**config.mk**
```make
export PLATFORM = sky130hd
export DESIGN_NAME = unr_fix
export DESIGN_NICKNAME = d
export VERILOG_FILES = /design/src/design/unr_pkg.sv /design/src/design/unr_fix.sv
export SDC_FILE = /design/constraint.sdc
export NUM_CORES = 1
export LEC_CHECK = 0
export BUFFER_PORTS_ARGS = -buffer_cell sky130_fd_sc_hd__buf_2
export CORE_ASPECT_RATIO = 0.9
export CORE_MARGIN = 4
export CORE_UTILIZATION = 46
export CTS_CLUSTER_DIAMETER = 120
export DETAILED_ROUTE_END_ITERATION = 10
export PLACE_DENSITY = 0.76
export SYNTH_ARGS = -nofsm -noshare
export SYNTH_HDL_FRONTEND = slang
export SYNTH_SLANG_ARGS = --single-unit
```
**constraint.sdc**
```tcl
create_clock -name clk -period 5.8 [get_ports clk]
set_clock_uncertainty 0.1 [all_clocks]
set_input_delay 0 -clock clk [delete_from_list [all_inputs] [get_ports clk]]
set_output_delay 0 -clock clk [all_outputs]
set_load 0.02 [all_outputs]
```
**src/design/unr_pkg.sv**
```systemverilog
// Shared types and constants for the unsigned non-restoring divider.
package unr_pkg;

  localparam int unsigned FIELD_W   = 32;
  localparam int unsigned WIDTH_DEF = 32;

  // Control that travels alongside the data in every pipeline stage
  typedef struct packed {
    logic valid;
    logic dz;
  } unr_ctl_t;

endpackage

```
**src/design/unr_fix.sv**
```systemverilog
// Final remainder correction and output register.
module unr_fix #(
  parameter int unsigned WIDTH = unr_pkg::WIDTH_DEF
) (
  input  logic              clk,
  input  logic              rst_n,
  input  unr_pkg::unr_ctl_t up_ctl,
  input  logic [WIDTH:0]    up_rem,
  input  logic [WIDTH-1:0]  up_quo,
  input  logic [WIDTH-1:0]  up_dvs,
  output logic              up_ready,
  output logic              res_valid,
  output logic [WIDTH-1:0]  res_quo,
  output logic [WIDTH-1:0]  res_rem,
  output logic              res_dz,
  input  logic              res_ready
);
  import unr_pkg::*;

  unr_ctl_t         ctl_r;
  logic [WIDTH-1:0] quo_r, quo_nxt;
  logic [WIDTH-1:0] rem_r, rem_nxt;
  logic [WIDTH-1:0] dvs_r;
  logic [WIDTH:0]   sum;

  always_comb begin
    sum = up_rem[WIDTH] ? up_rem + {1'b0, up_dvs} : up_rem;
    // Force zeros on a zero divisor
    rem_nxt = up_ctl.dz ? '0 : sum[WIDTH-1:0];
    quo_nxt = up_ctl.dz ? '0 : up_quo;
  end

  assign up_ready = !ctl_r.valid || res_ready;

  always_ff @(posedge clk) begin
    if (!rst_n) begin
      ctl_r <= '0;
    end else if (up_ready) begin
      ctl_r <= up_ctl;
    end
  end

  always_ff @(posedge clk) begin
    if (up_ready && up_ctl.valid) begin
      quo_r <= quo_nxt;
      rem_r <= rem_nxt;
      dvs_r <= up_dvs;
    end
  end

  assign res_valid = ctl_r.valid;
  assign res_quo   = quo_r;
  assign res_rem   = rem_r;
  assign res_dz    = ctl_r.dz;

  a_rem_below_dvs: assert property (@(posedge clk) disable iff (!rst_n)
    ctl_r.valid && !ctl_r.dz |-> rem_r < dvs_r)
    else $error("corrected remainder not below divisor");

endmodule

```
# --- Yosys cells after proc, flatten, opt, wreduce, memory -nomap -nowiden ---
# Cells that the tools add are included.
word_totals:
  in_bits: 102
  wordCells: 9
  ff_bits: 66
op_classes:
  reduce_logical: 3
  n_mux: 1
  addsub: 1
op_table:
  columns: ["op", "n"]
  rows:
  - ["$add 32x32->32", 1]
  - ["$mux 32", 1]
  - ["$logic_and 1x1->1", 1]
  - ["$logic_not 1->1", 1]
  - ["$logic_or 1x1->1", 1]

# --- Depth between registers and ports, before layout ---
# Gate-level depths: netlist of the first run.
depth:
  depth_word: 3
  mapped_depth: 11

# --- Worst setup path after synthesis of the first run ---
# Ideal clock, no wire load.
synth_path:
  kind: "register -> register"
  start: "register ctl_r, in the netlist res_valid"
  end: "register quo_r[0], in the netlist res_quo[0], enable pin"
  setup_time_ns: 0.429
  path_stages_with_launch: 4
  t_arrival_ns: 2.260
  path_buffers: 0
  slack_ns: 3.012
  period_less_slack_ns: 2.788
  required_time_ns: 5.271
  path_cell_list: "dfxtp_1 nor2b_1 inv_1 and2_1"
synth_between:
  elab_chain_len: 3
synth_rtl:
  columns: ["element", "line", "source"]
  rows:
  - ["from (decl)", "unr_fix.sv:20", "unr_ctl_t ctl_r;"]
  - ["from (signal assigned)", "unr_fix.sv:39", "ctl_r <= up_ctl;"]
  - ["$logic_not 1->1", "unr_fix.sv:33", "assign up_ready = !ctl_r.valid || res_ready;"]
  - ["$logic_or 1x1->1", "unr_fix.sv:33", null]
  - ["named net up_ready", "unr_fix.sv:11", "output logic up_ready,"]
  - ["$logic_and 1x1->1", "unr_fix.sv:44", "if (up_ready && up_ctl.valid) begin"]
  - ["to (signal assigned)", "unr_fix.sv:45", "quo_r <= quo_nxt;"]
  - ["to (decl)", "unr_fix.sv:21", "logic [WIDTH-1:0] quo_r, quo_nxt;"]
# The timed path passes the listed nets, and every way through them passes these cells.
# A chain may end at the register's enable or synchronous reset.

# --- Final worst setup path of the first run ---
layout_path:
  start: "input up_rem[0]"
  end: "register rem_r[30], in the netlist res_rem[30] (data pin)"
layout_between:
  elab_chain_len: 2
layout_rtl:
  columns: ["element", "line", "source"]
  rows:
  - ["from (decl)", "unr_fix.sv:8", "input logic [WIDTH:0] up_rem,"]
  - ["$add 32x32->32", "unr_fix.sv:27", "sum = up_rem[WIDTH] ? up_rem + {1'b0, up_dvs} : up_rem;"]
  - ["$mux 32", "unr_fix.sv:27", null]
  - ["to (signal assigned)", "unr_fix.sv:46", "rem_r <= rem_nxt;"]
  - ["to (decl)", "unr_fix.sv:22", "logic [WIDTH-1:0] rem_r, rem_nxt;"]
# Every way passes these cells.

==> results of run 1 <==
[cells by family (layout without fill, tap and decap cells)]
group                    count (synthesis)  in the layout  share of synthesized area, %
XOR/XNOR                                20             20                          4.02
buffers and inverters                   29            264                          2.90
adder cells (fa/ha/maj)                 32             32                          9.36
AND/OR/NAND/NOR                        147            147                          17.5
AO/OA/AOI/OAI                          106            106                          16.1
multiplexers                            22             22                          5.17
flip-flops                              66             66                          45.0
other                                    0              1                             0
[worst max-delay path by stage]
stage / endpoint / slack (ns) / depth (start not counted)
global route: res_rem[30] / 2.34 / 13
detailed placement: res_rem[30] / 2.80 / 12
finish: res_rem[30] / 2.57 / 13
global placement: res_rem[30] / 2.86 / 12
floorplan: res_quo[0] / 3.01 / 3
CTS: res_rem[30] / 2.59 / 13
[power by group through the flow]
stage	logic [µW]	registers [µW]	clock network, µW
6_report	418	577	398
5_1_grt	456	579	434
4_1_cts	415	576	410
3_5_place_dp	378	587	0
3_3_place_gp	371	586	0
2_1_floorplan	211	636	0
[critical path: stages]
cell	delay, ns
dlygate4sd3_1	0.54
buf_2	0.13
ha_1	0.22
fa_1	0.41
a21oi_1	0.21
o31ai_1	0.09
a21oi_1	0.37
o211ai_1	0.23
a21oi_1	0.32
nor4_1	0.12
or3_1	0.36
nand3_1	0.09
a21oi_1	0.08
[per-stage QoR]
stage / std cells / worst slack [ns] / cell area [µm²]
global placement: 696 / 2.86 / 5280
finish: 780 / 2.57 / 6150
global route: 779 / 2.34 / 6150
CTS: 779 / 2.59 / 6150
floorplan: 422 / 3.01 / 4360
detailed placement: 696 / 2.80 / 5280
[synthesized netlist by cell type (2+ instances only)]
master    instances
edfxtp_1         64
nor2_1           39
nor2b_1          38
a21oi_1          34
ha_1             31
nand2_1          26
mux2i_1          21
o21ai_0          18
a21o_1           13
xnor2_1          12
clkbuf_1         11
inv_1            11
nand4_1           8
xor2_1            8
nand3_1           6
nor3_1            6
or3_1             5
buf_4             4
nand2b_1          4
o211ai_1          4
o21ai_1           4
o21bai_1          4
o31ai_1           3
a211oi_1          2
a21boi_0          2
a31oi_1           2
a32o_1            2
a41oi_1           2
and2_1            2
and2_2            2
and3_1            2
buf_2             2
dfxtp_1           2
nand3b_1          2
nand4b_1          2
o21a_1            2
[flip-flops by register name, indices dropped and copies added (netlist names)]
name       flops
res_quo       32
res_rem       32
res_dz         1
res_valid      1
[cell type report]
type	count	area share, %
timing repair buffer	236	24.7
clock inverter	7	1.26
tap	122	2.48
multi-input combinational	327	36.9
antenna	1	0.0407
clock buffer	9	2.01
inverter	12	0.732
sequential	66	31.9
[routing by layer]
metal / routed length [µm] / global-route usage [%]
met1: 5290 / 26.2
met2: 6380 / 40.8
met3: 626 / 3.74
met4: 258 / 7.86
met5: 0 / 0
[cell usage in the layout (no fill, tap or decap), types with 3 or more instances in the layout]
cell type,synthesis,final
a21o_1,13,13
a21oi_1,34,34
and2_2,2,3
buf_2,2,168
clkbuf_8,0,9
clkinv_4,0,3
dlygate4sd3_1,0,67
edfxtp_1,64,64
ha_1,31,31
inv_1,11,11
mux2i_1,21,21
nand2_1,26,26
nand2b_1,4,4
nand3_1,6,6
nand4_1,8,8
nor2_1,39,39
nor2b_1,38,38
nor3_1,6,6
o211ai_1,4,4
o21ai_0,18,18
o21ai_1,4,4
o21bai_1,4,4
o31ai_1,3,3
or3_1,5,5
xnor2_1,12,12
xor2_1,8,8
==> run metrics, run 1 <==
Yosys reg bits=66; post-route ant nets=0; register area share after synthesis=45.0%; switching share of power=31.7%; clock share of power=28.6%; type of origin of the critical path=input port; HP Start=up_dvs[0]; YS warnings=0; outcome=completed; Hold Vio Cnt, Final=0; FFs w/ async S/R, synth=0%; clock sinks=66; worst-case reg-to-reg path depth=4; cells after synthesis=422; die area=11100 µm²; Initial Util=47.5%; area used by multi-input combinational logic=2270 µm²; area taken by flip-flops and latches=1960 µm²; leakage power total=0.00276 µW; Slew Viols, Final=0; H-Tree Depth=3; Clock Path Buffers=2; max_cap viols=0; Layout Area Growth over Synthesis=41.2%; share of cells above drive strength 1=30.3%; Reg power frac=41.4%; Worst Path Arrival=3.15 ns; chip width=111 µm; WP data required=5.73 ns; HP Class=input port to flip-flop; post_cts resized=0; largest net degree at the start of global routing=67; Detailed Place HPWL=8540 µm; Iteration-0 DRC Markers=282; worst hold path depth=4; global-route wire length before repair=20100 µm; Hold EP=res_rem[0]; CTS buffer count=9; measured slew at the worst slew-check pin=1.21 ns; WL final=12600 µm; initial antenna violation count=0; grt ovf=0; start point of the critical path=up_rem[0]; Cell Area, Synth=4360 µm²; RR Startpoint=res_valid; Most used DFF post-synth=edfxtp_1; Worst Setup Path Type=input port to flip-flop; clk_lat worst skew=0.32 ns; Fmax=310 MHz; VDD IR max=142 µV; CP max FO=5; period utilization=55.6%; drt drc=0; Comb pwr share=30.0%; fin util=67.1%; CTS root buf=clkbuf_8; Vias/cell=5.31; reg-to-reg setup timing slack=3.95 ns; Yosys top cell area share=44.1%; IO Pins=169; Die Y-Extent=100 µm; Final Power=1390 µW; DR vias=4145; EDFF count, synth=64; nets=786; routed length per instance=16.1 µm; hold_buf cts=67; CTS clock-pin slew for the worst setup and hold paths=0.07 ns; core area=9170 µm²; top cells by area, synth=edfxtp_1, ha_1, nor2b_1; Final Setup Violations=0; CP endpoint kind=flip-flop; internal power of the cells=951 µW; Worst slew margin=19.5%; number of global-route vias before repair=4154; Min Hold Slack=0.0408 ns; Routability Congestion=0.947; min cycle time layout=3.23 ns; RR Endpoint=res_rem[25]; syn_area_per_cell=10.3 µm²; FP Rows=33; Yosys top cell by area=edfxtp_1; # port buffers=168; 1st-pass router iterations=5; Total GRT Usage=22.1%; Unique masters post-synth=58; CTS tree=built; Mapped Nets=556; RSZ-0062 raised after global routing=no; Net Switching=442 µW; PwrDens=226 nW/µm²; Sum Neg Setup Slack=0 ns; Post-CTS Setup Inserts=0; fillers=735
Note: power is estimated with default switching activity, not from simulation.
==> run 2: changes to the inputs <==
clock period = 3.07 ns   (was 5.8 ns; I/O delays follow)
==> run 2 against run 1 <==
Register-to-register slack worse by 2.9 ns. First-iteration DRC count is 25% higher. Global-route usage rose by 1.2 points. Clock power grew 130%. Power grew 100%. Non-clock buffer count grew 9. Sequential share of layout area fell by 0.75 points. Critical path type unchanged. Critical path depth shrank 1. Design area grew 2.4%. Largest power group unchanged. Via count grew 3.5%. Setup slack got worse by 2.5 ns.
==> run metrics, run 2 (synthesis gave the netlist of run 1 again) <==
CP peak stage delay=0.54 ns; type of origin of the critical path=input port; 1st-pass router iterations=5; RR Endpoint=res_quo[17]; cells along the critical path=dlygate4sd3_1, buf_2, ha_1, nand2_1, nor3_1, a221oi_2, a211oi_2, o21ba_2, o2111ai_2, a21oi_1, or3_1, a32o_1; Hold EP=res_rem[0]; nets=795; worst-case reg-to-reg path depth=4; start point of the critical path=up_rem[11]; CP max FO=6; VDD IR max=194 µV; worst hold path depth=4; RR Startpoint=res_valid; Detailed Place HPWL=8880 µm; # port buffers=168; Layout Area Growth over Synthesis=44.6%; most frequent cells in the layout=buf_2, dlygate4sd3_1, edfxtp_1, nor2_1, nor2b_1; routed length per instance=16.5 µm; Final Setup Violations=0; Setup WS pre-CTS=0.241 ns; chip width=111 µm; share of cells above drive strength 1=32.1%; CTS root buf=clkbuf_8; Initial Util=47.5%; Hold Vio Cnt, Final=0; core area=9170 µm²; Final Power=2820 µW; RSZ-0062 raised after global routing=yes; PnR worst setup slack=0.117 ns; Worst Path Arrival=2.97 ns; Iteration-0 DRC Markers=353; Total GRT Usage=23.3%; fin util=68.7%; max_cap viols=0; Cells after DPL=699; n_diodes=0; drt drc=0; most common cell after layout, fill and taps aside=buf_2; H-Tree Depth=3; HP Class=input port to flip-flop; clock sinks=66; Worst slew margin=46.1%; DR vias=4289; global-route wire length before repair=20900 µm; Worst Setup Path Type=input port to flip-flop; Clock Path Buffers=2; WP data required=3.08 ns; HP Start=up_dvs[0]; grt ovf=0; reg-to-reg setup timing slack=1.09 ns; fin cells=788; CTS tree=built; largest net degree at the start of global routing=53; initial antenna violation count=0; Fmax=339 MHz; IO Pins=169; die area=11100 µm²; CTS buffer count=9; CP endpoint kind=flip-flop; Min Hold Slack=0.0184 ns; leakage power total=0.00283 µW; Routability Congestion=0.953; Vias/cell=5.44; period utilization=96.2%; FP Rows=33; post-route ant nets=0; number of global-route vias before repair=4365; min cycle time layout=2.95 ns; clk_lat worst skew=0.34 ns; Slew Viols, Final=0; PwrDens=448 nW/µm²; CTS clock-pin slew for the worst setup and hold paths=0.08 ns; Die Y-Extent=100 µm; WL final=13000 µm; CP max stage cell=dlygate4sd3_1; measured slew at the worst slew-check pin=0.809 ns; outcome=completed
==> run 2: changes by cell type in the layout (fill, tap and decap cells not counted), sizes merged <==
cell | before | now
buf | 169 | 177
bufinv | 1 | 3
clkinv | 4 | 3
clkinvlp | 1 | 0
diode | 1 | 0
dlygate4sd3 | 67 | 68
==> run 2: what timing repair did <==
item	4_1_cts	5_1_grt
buffers inserted	0	5
hold endpoints to repair	65	0
hold buffers	68	0
gates resized for setup	0	9
setup endpoints to repair	0	3
==> run 2: where the power goes <==
part / internal (µW) / switching, µW / total (µW)
combinational: 361 / 461 / 822
clock: 540 / 370 / 910
sequential: 1070 / 19.3 / 1090
total: 1970 / 850 / 2820
==> run 2: how the worst max path moves through the flow <==
| stage | to | slack, ns |
|---|---|---|
| floorplan | res_quo[0] | 0.28 |
| global placement | res_rem[30] | 0.29 |
| detailed placement | res_rem[30] | 0.24 |
| CTS | res_rem[18] | 0.01 |
| global route | res_rem[18] | -0.04 |
| finish | res_rem[29] | 0.12 |
==> run 2: layout make-up <==
| type | count | area, µm² |
|---|---|---|
| fill | 706 | 2870 |
| clock inverter | 7 | 116 |
| multi-input combinational | 327 | 2300 |
| timing repair buffer | 245 | 1600 |
| inverter | 12 | 45.0 |
| tap | 122 | 153 |
| clock buffer | 9 | 124 |
| sequential | 66 | 1960 |
==> run 2: critical path, delay by kind of cell <==
family | cells | cell delay [ns]
simple gates | 3 | 0.61
compound gates | 6 | 1.29
fa+ha+maj | 1 | 0.39
buf+inv | 2 | 0.67
==> run 2: metrics by stage <==
stage          setup TNS, ns  cell area, µm²
6_report                   0            6300
4_1_cts                    0            6230
5_1_grt              -0.0444            6300
3_3_place_gp               0            5310
3_5_place_dp               0            5310
2_1_floorplan              0            4360
==> run 2: per-layer routing <==
layer	global-route usage [%]	wire length, µm	vias up
met1	27.2	5300	1985
met4	10.7	458	0
met5	0	0	-
li1	-	-	2039
met3	5.18	822	46
met2	41.3	6440	219
