[config.mk]
export PLATFORM = sky130hd
export DESIGN_NAME = unr_step
export DESIGN_NICKNAME = d
export VERILOG_FILES = /design/src/design/unr_pkg.sv /design/src/design/unr_step.sv
export SDC_FILE = /design/constraint.sdc
export NUM_CORES = 1
export LEC_CHECK = 0
export BUFFER_PORTS_ARGS = -buffer_cell sky130_fd_sc_hd__buf_4
export CELL_PAD_IN_SITES_DETAIL_PLACEMENT = 1
export CELL_PAD_IN_SITES_GLOBAL_PLACEMENT = 2
export CORE_AREA = 2 2 156 112
export DETAILED_ROUTE_END_ITERATION = 10
export DIE_AREA = 0 0 158 114
export GPL_ROUTABILITY_DRIVEN = 0
export PLACE_DENSITY_LB_ADDON = 0.05
export SYNTH_ARGS = -nofsm -noshare
export SYNTH_HDL_FRONTEND = slang
export SYNTH_SLANG_ARGS = --single-unit
[constraint.sdc]
create_clock -name clk -period 6.3 [get_ports clk]
set_input_delay 0.63 -clock clk [delete_from_list [all_inputs] [get_ports clk]]
set_output_delay 0.63 -clock clk [all_outputs]
set_load 0.05 [all_outputs]
[src/design/unr_pkg.sv]
// Shared types and constants for the unsigned non-restoring divider.
package unr_pkg;

  localparam int unsigned FIELD_W   = 32;
  localparam int unsigned WIDTH_DEF = 32;

  // Control that travels alongside the data in every pipeline stage
  typedef struct packed {
    logic valid;
    logic dz;
  } unr_ctl_t;

endpackage

[src/design/unr_step.sv]
// One non-restoring division step with its pipeline register.
module unr_step #(
  parameter int unsigned WIDTH = unr_pkg::WIDTH_DEF
) (
  input  logic              clk,
  input  logic              rst_n,
  input  unr_pkg::unr_ctl_t up_ctl,
  input  logic [WIDTH:0]    up_rem,
  input  logic [WIDTH-1:0]  up_quo,
  input  logic [WIDTH-1:0]  up_dvs,
  output logic              up_ready,
  output unr_pkg::unr_ctl_t dn_ctl,
  output logic [WIDTH:0]    dn_rem,
  output logic [WIDTH-1:0]  dn_quo,
  output logic [WIDTH-1:0]  dn_dvs,
  input  logic              dn_ready
);
  import unr_pkg::*;

  unr_ctl_t         ctl_r;
  logic [WIDTH:0]   rem_r, rem_nxt;
  logic [WIDTH-1:0] quo_r, quo_nxt;
  logic [WIDTH-1:0] dvs_r;
  logic [WIDTH:0]   shifted;

  // Shift the remainder/quotient pair, then add or subtract by the old sign
  always_comb begin
    shifted = {up_rem[WIDTH-1:0], up_quo[WIDTH-1]};
    if (up_rem[WIDTH]) begin
      rem_nxt = shifted + {1'b0, up_dvs};
    end else begin
      rem_nxt = shifted - {1'b0, up_dvs};
    end
    quo_nxt = {up_quo[WIDTH-2:0], ~rem_nxt[WIDTH]};
  end

  assign up_ready = !ctl_r.valid || dn_ready;

  always_ff @(posedge clk) begin
    if (!rst_n) begin
      ctl_r <= '0;
    end else if (up_ready) begin
      ctl_r <= up_ctl;
    end
  end

  always_ff @(posedge clk) begin
    if (up_ready && up_ctl.valid) begin
      rem_r <= rem_nxt;
      quo_r <= quo_nxt;
      dvs_r <= up_dvs;
    end
  end

  assign dn_ctl = ctl_r;
  assign dn_rem = rem_r;
  assign dn_quo = quo_r;
  assign dn_dvs = dvs_r;

endmodule

# Word level (Yosys, flattened, before mapping)
# Index checks and enable logic that the tools add are counted.
# op_classes
addsub,2
bitwise_logic,1
mux,1
reduce_logical,3
# ops
cell,count
$add A33 B32 Y33,1
$mux W33,1
$sub A33 B32 Y33,1
$logic_and A1 B1 Y1,1
$logic_not A1 Y1,1
$logic_or A1 B1 Y1,1
$not A1 Y1,1
# totals
regBits,99
out_inout_bits,100
input_bits,102

# Logic depth before layout (Yosys ltp)
# Gate-level depths: netlist of the first run.
# depth
depth_word,3
ltp_mapped,16
mapped_depth_nobuf,16

# Least setup slack after synthesis of the first run
# Ideal clock, no wire load.
# synth_timing
kind,input to register
start,in up_dvs[3]
end,"reg quo_r[0], in the netlist dn_quo[0] (data pin)"
setup_slack_ns,2.432
path_stages,14
t_arrival_ns,3.603
n_path_buf,1
cell_sequence,or4_1 or3_1 nor3_2 nor2_1 xnor2_1 ha_1 clkbuf_1 nand4_1 nor3_1 nand4_1 o211ai_1 nand4_1 nand3b_1 xor2_1
# synth_between
elab_chain_len,3
elab_cells_between_ends,4
classes_between,add/sub: 2; mux: 1; bitwise: 1
# synth_lines
item,line,text
start: declaration,unr_step.sv:10,"input logic [WIDTH-1:0] up_dvs,"
$sub A33 B32 Y33 or $add A33 B32 Y33 (tied branches),"unr_step.sv:32, unr_step.sv:30",
$mux W33 (*),unr_step.sv:29,if (up_rem[WIDTH]) begin
$not A1 Y1 (*),unr_step.sv:34,"quo_nxt = {up_quo[WIDTH-2:0], ~rem_nxt[WIDTH]};"
via quo_nxt[0],unr_step.sv:22,"logic [WIDTH-1:0] quo_r, quo_nxt;"
end signal: assignment,unr_step.sv:50,quo_r <= quo_nxt;
end: declaration,unr_step.sv:22,
# Mark *: on every way through the listed nets, which the timed path passes. The rest lies on a longest branch.
# A chain may end at the register's enable or synchronous reset.

# Worst setup path after layout of the first run
# Ends and elaborated chain as after synthesis.

==> metrics, run 1 <==
status=complete, no violations; FFs w/ async S/R, synth=0%; Synth cell types=50; leading cell types in the layout, fill and taps excluded=buf_4 (203), edfxtp_1 (97), a21oi_1 (52); mux share of post-synthesis cell area=0.210%; CP required=6.40 ns; Starting Density=32.1%; Post-synth EDFFs=97; CTS sink count=99; IO Port Bufs=201; critical path arrival=4.45 ns; non-filler cells, final=893; post-route cell area=0.00746 mm²; die area=0.0180 mm²; Worst-Margin Slew=0.844 ns; Total GRT Usage=18.4%; Syn. warnings=0; final WL=16500 µm; I/O pin cnt=202; RR Startpoint=dn_ctl[1]$_SDFFE_PN0N_; Hold Buf Count CTS=0; CTS buffer count=9; Antenna Nets Post-Route=0; main flop type after synthesis=edfxtp_1; P_leak=3.13 nW; Placed Area=0.00714 mm²; Layout fillers=1857; drc violations=0; wire length per cell=18.4 µm; initial antenna violation count=0; Peak VDD IR=0.178 mV; worst min path class=primary input to flip-flop; first-pass iteration count of the detailed router=4; WS Path Type=primary input to flip-flop; #FFs+latches synth=99; H-tree Lvls=3; Die Height=114 µm; die width=158 µm; min-delay src=up_quo[6]; clock slew at reported path FFs=0.08 ns; syn nets=591; worst clock skew=0.00749 ns; Final Critical Period=4.35 ns; unrepaired setup endpoints after global routing=false; fraction of layout cells with a size suffix above 1=34.9%; DPL Wire Length=13100 µm; Iteration-0 DRC Markers=169; syn_area_per_cell=11.8 µm²; CP Launch Type=primary input; register area share after synthesis=55.0%; area growth from synthesis to layout=38.9%; endpoints failing setup=0; CTS Buffer Depth=2; largest net degree at the start of global routing=68; Final period util=69.1%; final hold vios=0; synthesized area=0.00537 mm²; Design Power=2.16 mW; Clock Latency Late Sink=0.35 ns; PnR worst setup slack=1.95 ns; Setup crit start=up_dvs[3]; Cell Rows=40; Relative slew margins=43.7%; DP Worst Slack=1.58 ns; first-pass GRT wire length=24700 µm; CORE AREA=0.0167 mm²; max cap viols=0; Ant. Diodes=0; vias in the first global route=4366; Post-CTS Setup Repair Bufs=0; dpl cells=877; Layout Nets=794; Slew Limit Fails=0; largest family of logic cells by synthesized area=compound AO/OA/AOI/OAI gates; Worst setup EP type=flip-flop; worst hold slack=0.446 ns; Layout Utilization=44.6%; post-route setup TNS=0 ns; Post-Synth Adder-Cell Area=8.30%; total grt overflow=0; Simple-Gate Fraction of Synth Area=11.5%; Compound-Gate Fraction of Synth Area=12.9%; via count=4306; Syn Inst Count=454; Synth Area in XOR/XNOR=10.4%; most common cell after layout, fill and taps aside=buf_4; Gates resized, CTS repair=0; CP max FO=8; CTS tree=done; root buf cell=clkbuf_16; fmax=0.230 GHz; Power Dens Cells=289 mW/mm²; vias per inst=4.82
==> synth_stat cells (2+ instances only) <==
cell       n  area (µm²)
a211oi_1   2        15.0
a21boi_0   2        15.0
a21o_1    10        75.1
a21oi_1   52         260
a221o_1    2        20.0
a31oi_1    9        56.3
and2_1     2        12.5
and3_1     5        31.3
clkbuf_1  11        41.3
dfxtp_1    2        40.0
edfxtp_1  97        2910
ha_1      34         425
inv_1     13        48.8
nand2_1   20        75.1
nand2b_1   4        25.0
nand3_1   11        55.1
nand4_1   11        68.8
nor2_1    35         131
nor2b_1    2        12.5
nor3_1     9        45.0
nor3_2     3        30.0
nor4_1     3        18.8
o211ai_1   3        22.5
o21a_1     3        22.5
o21ai_0   16        80.1
o21ai_1    2        10.0
o21bai_1   5        37.5
o31ai_1    2        15.0
or3_4      3        33.8
xnor2_1   21         184
xor2_1    41         359
==> power breakdown <==
part / total, mW / internal (mW) / switching [mW] / leakage (nW)
Clock: 0.579 / 0.288 / 0.292 / 0.152
Sequential: 0.832 / 0.815 / 0.0174 / 0.955
Combinational: 0.744 / 0.251 / 0.492 / 2.02
Total: 2.16 / 1.35 / 0.801 / 3.13
==> routing by layer <==
metal,vias up,part of all wire [%],global-route usage [%]
li1,2119,-,-
met1,2040,45,25.0
met2,140,45,28.6
met3,7,9.3,5.89
met4,0,0.84,4.20
met5,-,0,0
==> final timing paths <==
kind	endpoint	slack (ns)	cells past startpoint
worst max-delay path	dn_quo[0]$_DFFE_PP_	1.95	14
worst min-delay path	dn_quo[7]$_DFFE_PP_	0.45	1
worst max register to register	dn_rem[2]$_DFFE_PP_	4.08	4
worst min register to register	dn_ctl[0]$_SDFFE_PN0N_	0.48	2
==> flip-flops by register name, indices dropped and copies added, names as in the netlist <==
signal	flops
dn_quo	32
dn_ctl	2
dn_rem	33
dn_dvs	32
==> cell families after synthesis <==
kind of cell    Yosys count
compound gates          115
mux                       1
buf+inv                  24
simple gates            117
xor+xnor                 63
flops                    99
fa+ha+maj                35
==> area by class of cell <==
| class | instances | area (µm²) | area share, % |
|---|---|---|---|
| multi-input cells | 331 | 2330 | 31.2 |
| clock inverters | 7 | 91.3 | 1.22 |
| repair buffers | 203 | 1520 | 20.4 |
| flip-flops and latches | 99 | 2950 | 39.6 |
| inverters | 13 | 48.8 | 0.654 |
| well taps | 231 | 289 | 3.87 |
| clock buffers | 9 | 225 | 3.02 |
==> critical path, cell delays in order <==
cell and delay (ns):
buf_4 0.12, or4_1 0.65, or3_1 0.48, nor3_2 0.38
nor2_1 0.10, xnor2_1 0.15, ha_1 0.43, nand4_1 0.18
nor3_1 0.32, nand4_1 0.14, o211ai_1 0.47, nand4_1 0.15
nand3b_1 0.17, xor2_1 0.08
No activity file was read; power rests on OpenSTA's default activity.
==> run 2: changes to the inputs <==
ABC_AREA = 1   (was unset)
CORE_AREA = 2 2 180 129   (was 2 2 156 112)
DIE_AREA = 0 0 182 131   (was 0 0 158 114)
clock period = 4.1 ns   (was 6.3 ns; I/O delays follow)
==> metrics, run 2 <==
Cell Rows=46; Crit-path slowest cell=ha_1; die area=0.0238 mm²; vias per inst=4.31; clock slew at reported path FFs=0.07 ns; RR Startpoint=dn_ctl[1]$_SDFFE_PN0N_; fraction of layout cells with a size suffix above 1=24.0%; Clock Latency Late Sink=0.36 ns; CTS Buffer Depth=2; worst clock skew=0.00884 ns; Final period util=73.3%; DPL Wire Length=17900 µm; final hold vios=0; Layout Utilization=38.2%; layer with the highest usage=met2; DP Worst Slack=0.675 ns; Power Dens Cells=396 mW/mm²; WHS Path Cells=1; Slew Limit Fails=0; sequential fraction of design power=37.8%; WS Path Type=primary input to flip-flop; Reg-to-Reg End=dn_quo[28]$_DFFE_PP_; GR met2 Demand/Resource=27.5%; CP Launch Type=primary input; post-route setup TNS=0 ns; final WL=21300 µm; critical path arrival=3.13 ns; register area share after synthesis=46.9%; worst hold slack=0.226 ns; Die Height=131 µm; hold endpoint=dn_quo[20]$_DFFE_PP_; sw power=1.30 mW; PnR worst setup slack=1.09 ns; most common cell after layout, fill and taps aside=nand2_1; CP Cell Sequence=buf_4 > inv_1 > ha_1 > nand3_1 > nor2_4 > nand4_1 > nand2_1 > o21ai_0 > xor2_1 > ha_1 > nand2_1 > nor2_1 > nand2_1 > nor2_1 > a21oi_1 > nand2_1 > nand2_1; P_leak=4.28 nW; CTS tree=done; Post-synth EDFFs=97; unrepaired setup endpoints after global routing=false; Sw Share=38.8%; Synth cell types=33; via count=5545; max cap viols=0; leading cell types in the layout, fill and taps excluded=nand2_1 (269), buf_4 (203), inv_1 (137); IO Port Bufs=201; CP max FO=5; Layout Nets=1130; Post-CTS Setup Repair Bufs=0; Setup crit start=up_dvs[0]; Peak VDD IR=0.222 mV; worst min path class=primary input to flip-flop; count leader, synth=nand2_1; syn_area_per_cell=8.06 µm²; most frequent cell on the critical path=nand2_1; CP required=4.22 ns; CORE AREA=0.0222 mm²; combinational power share=36.7%; Gates resized, CTS repair=0; largest net degree at the start of global routing=36; drc violations=0; Placed Area=0.00819 mm²; Syn. warnings=0; area growth from synthesis to layout=34.7%; Starting Density=28.3%; initial antenna violation count=0; wire length per cell=16.5 µm; CTS sink count=99; first-pass GRT wire length=32500 µm; die width=182 µm; min-delay src=up_quo[19]; #FFs+latches synth=99; vias in the first global route=5641; Yosys top cell area share=46.3%; synth cell count leaders=nand2_1 (269), inv_1 (137), edfxtp_1 (97); GR Util met1=26.6%; Worst setup EP type=flip-flop; status=complete, no violations; post-route cell area=0.00848 mm²; R2R Setup Slk=2.40 ns; Antenna Nets Post-Route=0; CTS buffer count=9; Largest register FFs=33; Relative slew margins=59.7%; GR Util met3=4.07%; main flop type after synthesis=edfxtp_1; Synth area leaders=edfxtp_1 (46%), nand2_1 (16%), inv_1 (8.2%), ha_1 (6.8%), xor2_1 (5.0%); fmax=0.333 GHz; Iteration-0 DRC Markers=182; FFs w/ async S/R, synth=0%; total grt overflow=0; Hold Buf Count CTS=0; H-tree Lvls=3; r2r worst-path depth=4; Pint=2.05 mW; first-pass iteration count of the detailed router=4; clock power share=25.5%; Final Critical Period=3.01 ns; Total GRT Usage=18.1%; synthesized area=0.00629 mm²; Worst-Margin Slew=0.599 ns; syn nets=918; Syn Inst Count=781; I/O pin cnt=202; Ant. Diodes=0; endpoints failing setup=0; CP peak stage delay=0.43 ns; area leader, netlist=edfxtp_1; root buf cell=clkbuf_16
run 2: changes by cell type after synthesis, moves of 8 or more:
cell,previous run,this run
nand2_2,0,8
a21oi_1,52,23
inv_1,13,137
nand2_1,20,269
clkbuf_1,11,0
xnor2_1,21,7
a31oi_1,9,0
nand3_1,11,47
nor2_1,35,70
run 2: routing by layer:
metal / vias to the layer above / wire [µm]
met1: 2502 / 11300
met5: - / 0
met4: 0 / 208
met2: 134 / 8670
met3: 13 / 1090
li1: 2896 / -
run 2: layout make-up:
cell class / instances / area, µm²
clock buffers: 10 / 229
well taps: 288 / 360
multi-input cells: 540 / 2810
fillers: 2732 / 13700
inverters: 139 / 522
repair buffers: 204 / 1540
flip-flops and latches: 99 / 2950
clock inverters: 6 / 62.6
run 2: logic make-up (layout without fill, tap and decap cells):
group	count (synthesis)	after routing	share of synthesized area, %
AO/OA/AOI/OAI	45	45	4.02
XOR/XNOR	43	43	5.99
adder cells (fa/ha/maj)	35	35	7.08
buffers and inverters	142	359	8.57
flip-flops	99	99	46.9
AND/OR/NAND/NOR	417	417	27.4
run 2: through the flow:
| step | power (mW) | cells |
|---|---|---|
| 4_1_cts | 3.42 | 1286 |
| 2_1_floorplan | 2.10 | 781 |
| 6_report | 3.36 | 1286 |
| 5_1_grt | 3.56 | 1286 |
| 3_5_place_dp | 2.54 | 1270 |
| 3_3_place_gp | 2.54 | 1270 |
run 2: worst max path at each step:
stage / end / slack, ns / cells past startpoint
5_1_grt: dn_quo[0]$_DFFE_PP_ / 0.80 / 17
3_5_place_dp: dn_quo[0]$_DFFE_PP_ / 0.68 / 17
6_report: dn_quo[0]$_DFFE_PP_ / 1.09 / 17
4_1_cts: dn_quo[0]$_DFFE_PP_ / 1.06 / 17
2_1_floorplan: dn_dvs[0]$_DFFE_PP_ / 0.51 / 3
3_3_place_gp: dn_rem[27]$_DFFE_PP_ / 0.68 / 17
run 2: critical path, delay by kind of cell:
kind / cells / cell delay (ns)
AND/OR/NAND/NOR: 10 / 1.41
adder cells (fa/ha/maj): 2 / 0.61
AO/OA/AOI/OAI: 2 / 0.28
XOR/XNOR: 1 / 0.21
buffers and inverters: 2 / 0.20
run 2: power by group through the flow:
stage | Combinational (mW) | Clock (mW) | Sequential, mW
after floorplan | 0.480 | 0 | 1.63
after global placement | 1.25 | 0 | 1.29
after detailed placement | 1.25 | 0 | 1.29
after CTS | 1.25 | 0.902 | 1.27
after global routing | 1.36 | 0.924 | 1.28
final | 1.23 | 0.857 | 1.27
==> run 3: changes to the inputs <==
ABC_AREA = 0   (was 1)
CORE_AREA = 2 2 161 116   (was 2 2 180 129)
DIE_AREA = 0 0 163 118   (was 0 0 182 131)
clock period = 3.01 ns   (was 4.1 ns; I/O delays follow)
==> metrics, run 3 (synthesis results as in run 1) <==
most common cell after layout, fill and taps aside=buf_4; area growth from synthesis to layout=69.9%; Crit path buffers/inverters=5; unrepaired setup endpoints after global routing=true; fmax=0.298 GHz; Worst-Margin Slew=0.548 ns; DP Worst Slack=-0.810 ns; IO Port Bufs=201; Final Critical Period=3.36 ns; fraction of layout cells with a size suffix above 1=55.9%; RR Startpoint=dn_ctl[1]$_SDFFE_PN0N_; CTS tree=done; vias per inst=4.71; final hold vios=0; Antenna Nets Post-Route=0; via count=4974; Setup crit start=up_dvs[0]; Layout Nets=952; post-route cell area=0.00912 mm²; first-pass iteration count of the detailed router=4; Ant. Diodes=0; Power Dens Cells=556 mW/mm²; clock slew at reported path FFs=0.08 ns; initial antenna violation count=0; CP peak stage delay=0.58 ns; CP endpoint=dn_rem[31]$_DFFE_PP_; worst hold slack=0.125 ns; Hold Buf Count CTS=0; Peak VDD IR=0.281 mV; non-filler cells, final=1056; CP max FO=5; total grt overflow=0; Starting Density=30.3%; Slew Limit Fails=0; CP Launch Type=primary input; Total GRT Usage=19.9%; most frequent cell on the critical path=buf_4; routed metal-1 wirelength=9090 µm; CP Cell Sequence=buf_6 > or4_4 > buf_4 > nor4_4 > nor2_1 > xor2_1 > ha_1 > buf_4 > buf_6 > and4_4 > a2111oi_4 > o21ai_2 > a311oi_4 > buf_4 > o31ai_2 > xor2_1; Clock Latency Late Sink=0.35 ns; CP required=3.11 ns; vias in the first global route=5385; DR WL met3=891 µm; highest routed metal layer=met4; die area=0.0192 mm²; wire length per cell=18.0 µm; H-tree Lvls=3; dpl cells=1016; worst min path class=primary input to flip-flop; WS Path Type=primary input to flip-flop; Worst setup EP type=flip-flop; CTS buffer count=9; root buf cell=clkbuf_16; failing checks=negative setup slack; DPL Wire Length=14700 µm; R2R Setup Slk=1.41 ns; Cell Rows=41; I/O pin cnt=202; status=finished with violations; die width=163 µm; post-route setup TNS=-3.65 ns; leading cell types in the layout, fill and taps excluded=buf_4 (349), edfxtp_1 (97), xor2_1 (39); drc violations=0; Design Power=5.07 mW; endpoints failing setup=19; metal2 WL=8950 µm; PnR worst setup slack=-0.350 ns; r2r worst-path depth=4; largest net degree at the start of global routing=98; CORE AREA=0.0177 mm²; critical path depth=16; Layout fillers=1955; final WL=19100 µm; Reg-to-Reg End=dn_quo[0]$_DFFE_PP_; CTS Buffer Depth=2; Final period util=112%; Layout Utilization=51.5%; Die Height=118 µm; Crit path max-delay family=simple AND/OR/NAND/NOR gates; worst clock skew=0.00569 ns; Iteration-0 DRC Markers=166; max cap viols=0; critical path arrival=3.46 ns; P_leak=4.00 nW; first-pass GRT wire length=29600 µm; Crit-path slowest cell=or4_4; Placed Area=0.00827 mm²; Largest register FFs=33; CTS sink count=99; Relative slew margins=63.5%
## run 3: cell types whose count changed in the layout (fill, tap and decap cells not counted), sizes merged, moves of 15 or more
cell   before  now
a21oi      23   52
buf       204  361
inv       140   17
nand2     277   20
nand3      48   11
nor2       75   35
xnor2       7   22
## run 3: report_power, final
part	internal [mW]	switching, mW
combinational	0.890	1.23
clock	0.601	0.607
sequential	1.71	0.0391
## run 3: cell type report
cell class	instances	area (µm²)	share of cell area, %
clock buffer	9	225	2.47
clock inverter	7	86.3	0.946
inverter	13	48.8	0.535
multi-input combinational	331	2750	30.1
sequential	99	2950	32.4
tap	236	295	3.24
timing repair buffer	361	2760	30.3
## run 3: how the worst min path moves through the flow
stage | from | endpoint | slack, ns | depth (start not counted)
2_1_floorplan | up_dvs[0] | dn_dvs[0]$_DFFE_PP_ | 0.40 | 0
3_3_place_gp | dn_ctl[0]$_SDFFE_PN0N_ | dn_ctl[0]$_SDFFE_PN0N_ | 0.46 | 2
3_5_place_dp | up_quo[9] | dn_quo[10]$_DFFE_PP_ | 0.48 | 1
4_1_cts | up_quo[5] | dn_quo[6]$_DFFE_PP_ | 0.11 | 1
5_1_grt | up_quo[24] | dn_quo[25]$_DFFE_PP_ | 0.10 | 1
6_report | up_quo[23] | dn_quo[24]$_DFFE_PP_ | 0.12 | 1
## run 3: layer usage
| layer | up-vias | track usage [%] |
|---|---|---|
| met3 | 9 | 3.95 |
| li1 | 2433 | - |
| met4 | 0 | 3.32 |
| met5 | - | 0 |
| met1 | 2406 | 27.7 |
| met2 | 126 | 32.6 |
## run 3: timing repair
action / CTS / global route
buffers inserted: 14 / 13
hold endpoints to repair: 0 / 0
gates resized for setup: 40 / 43
pin swaps: 34 / 30
setup endpoints to repair: 19 / 20
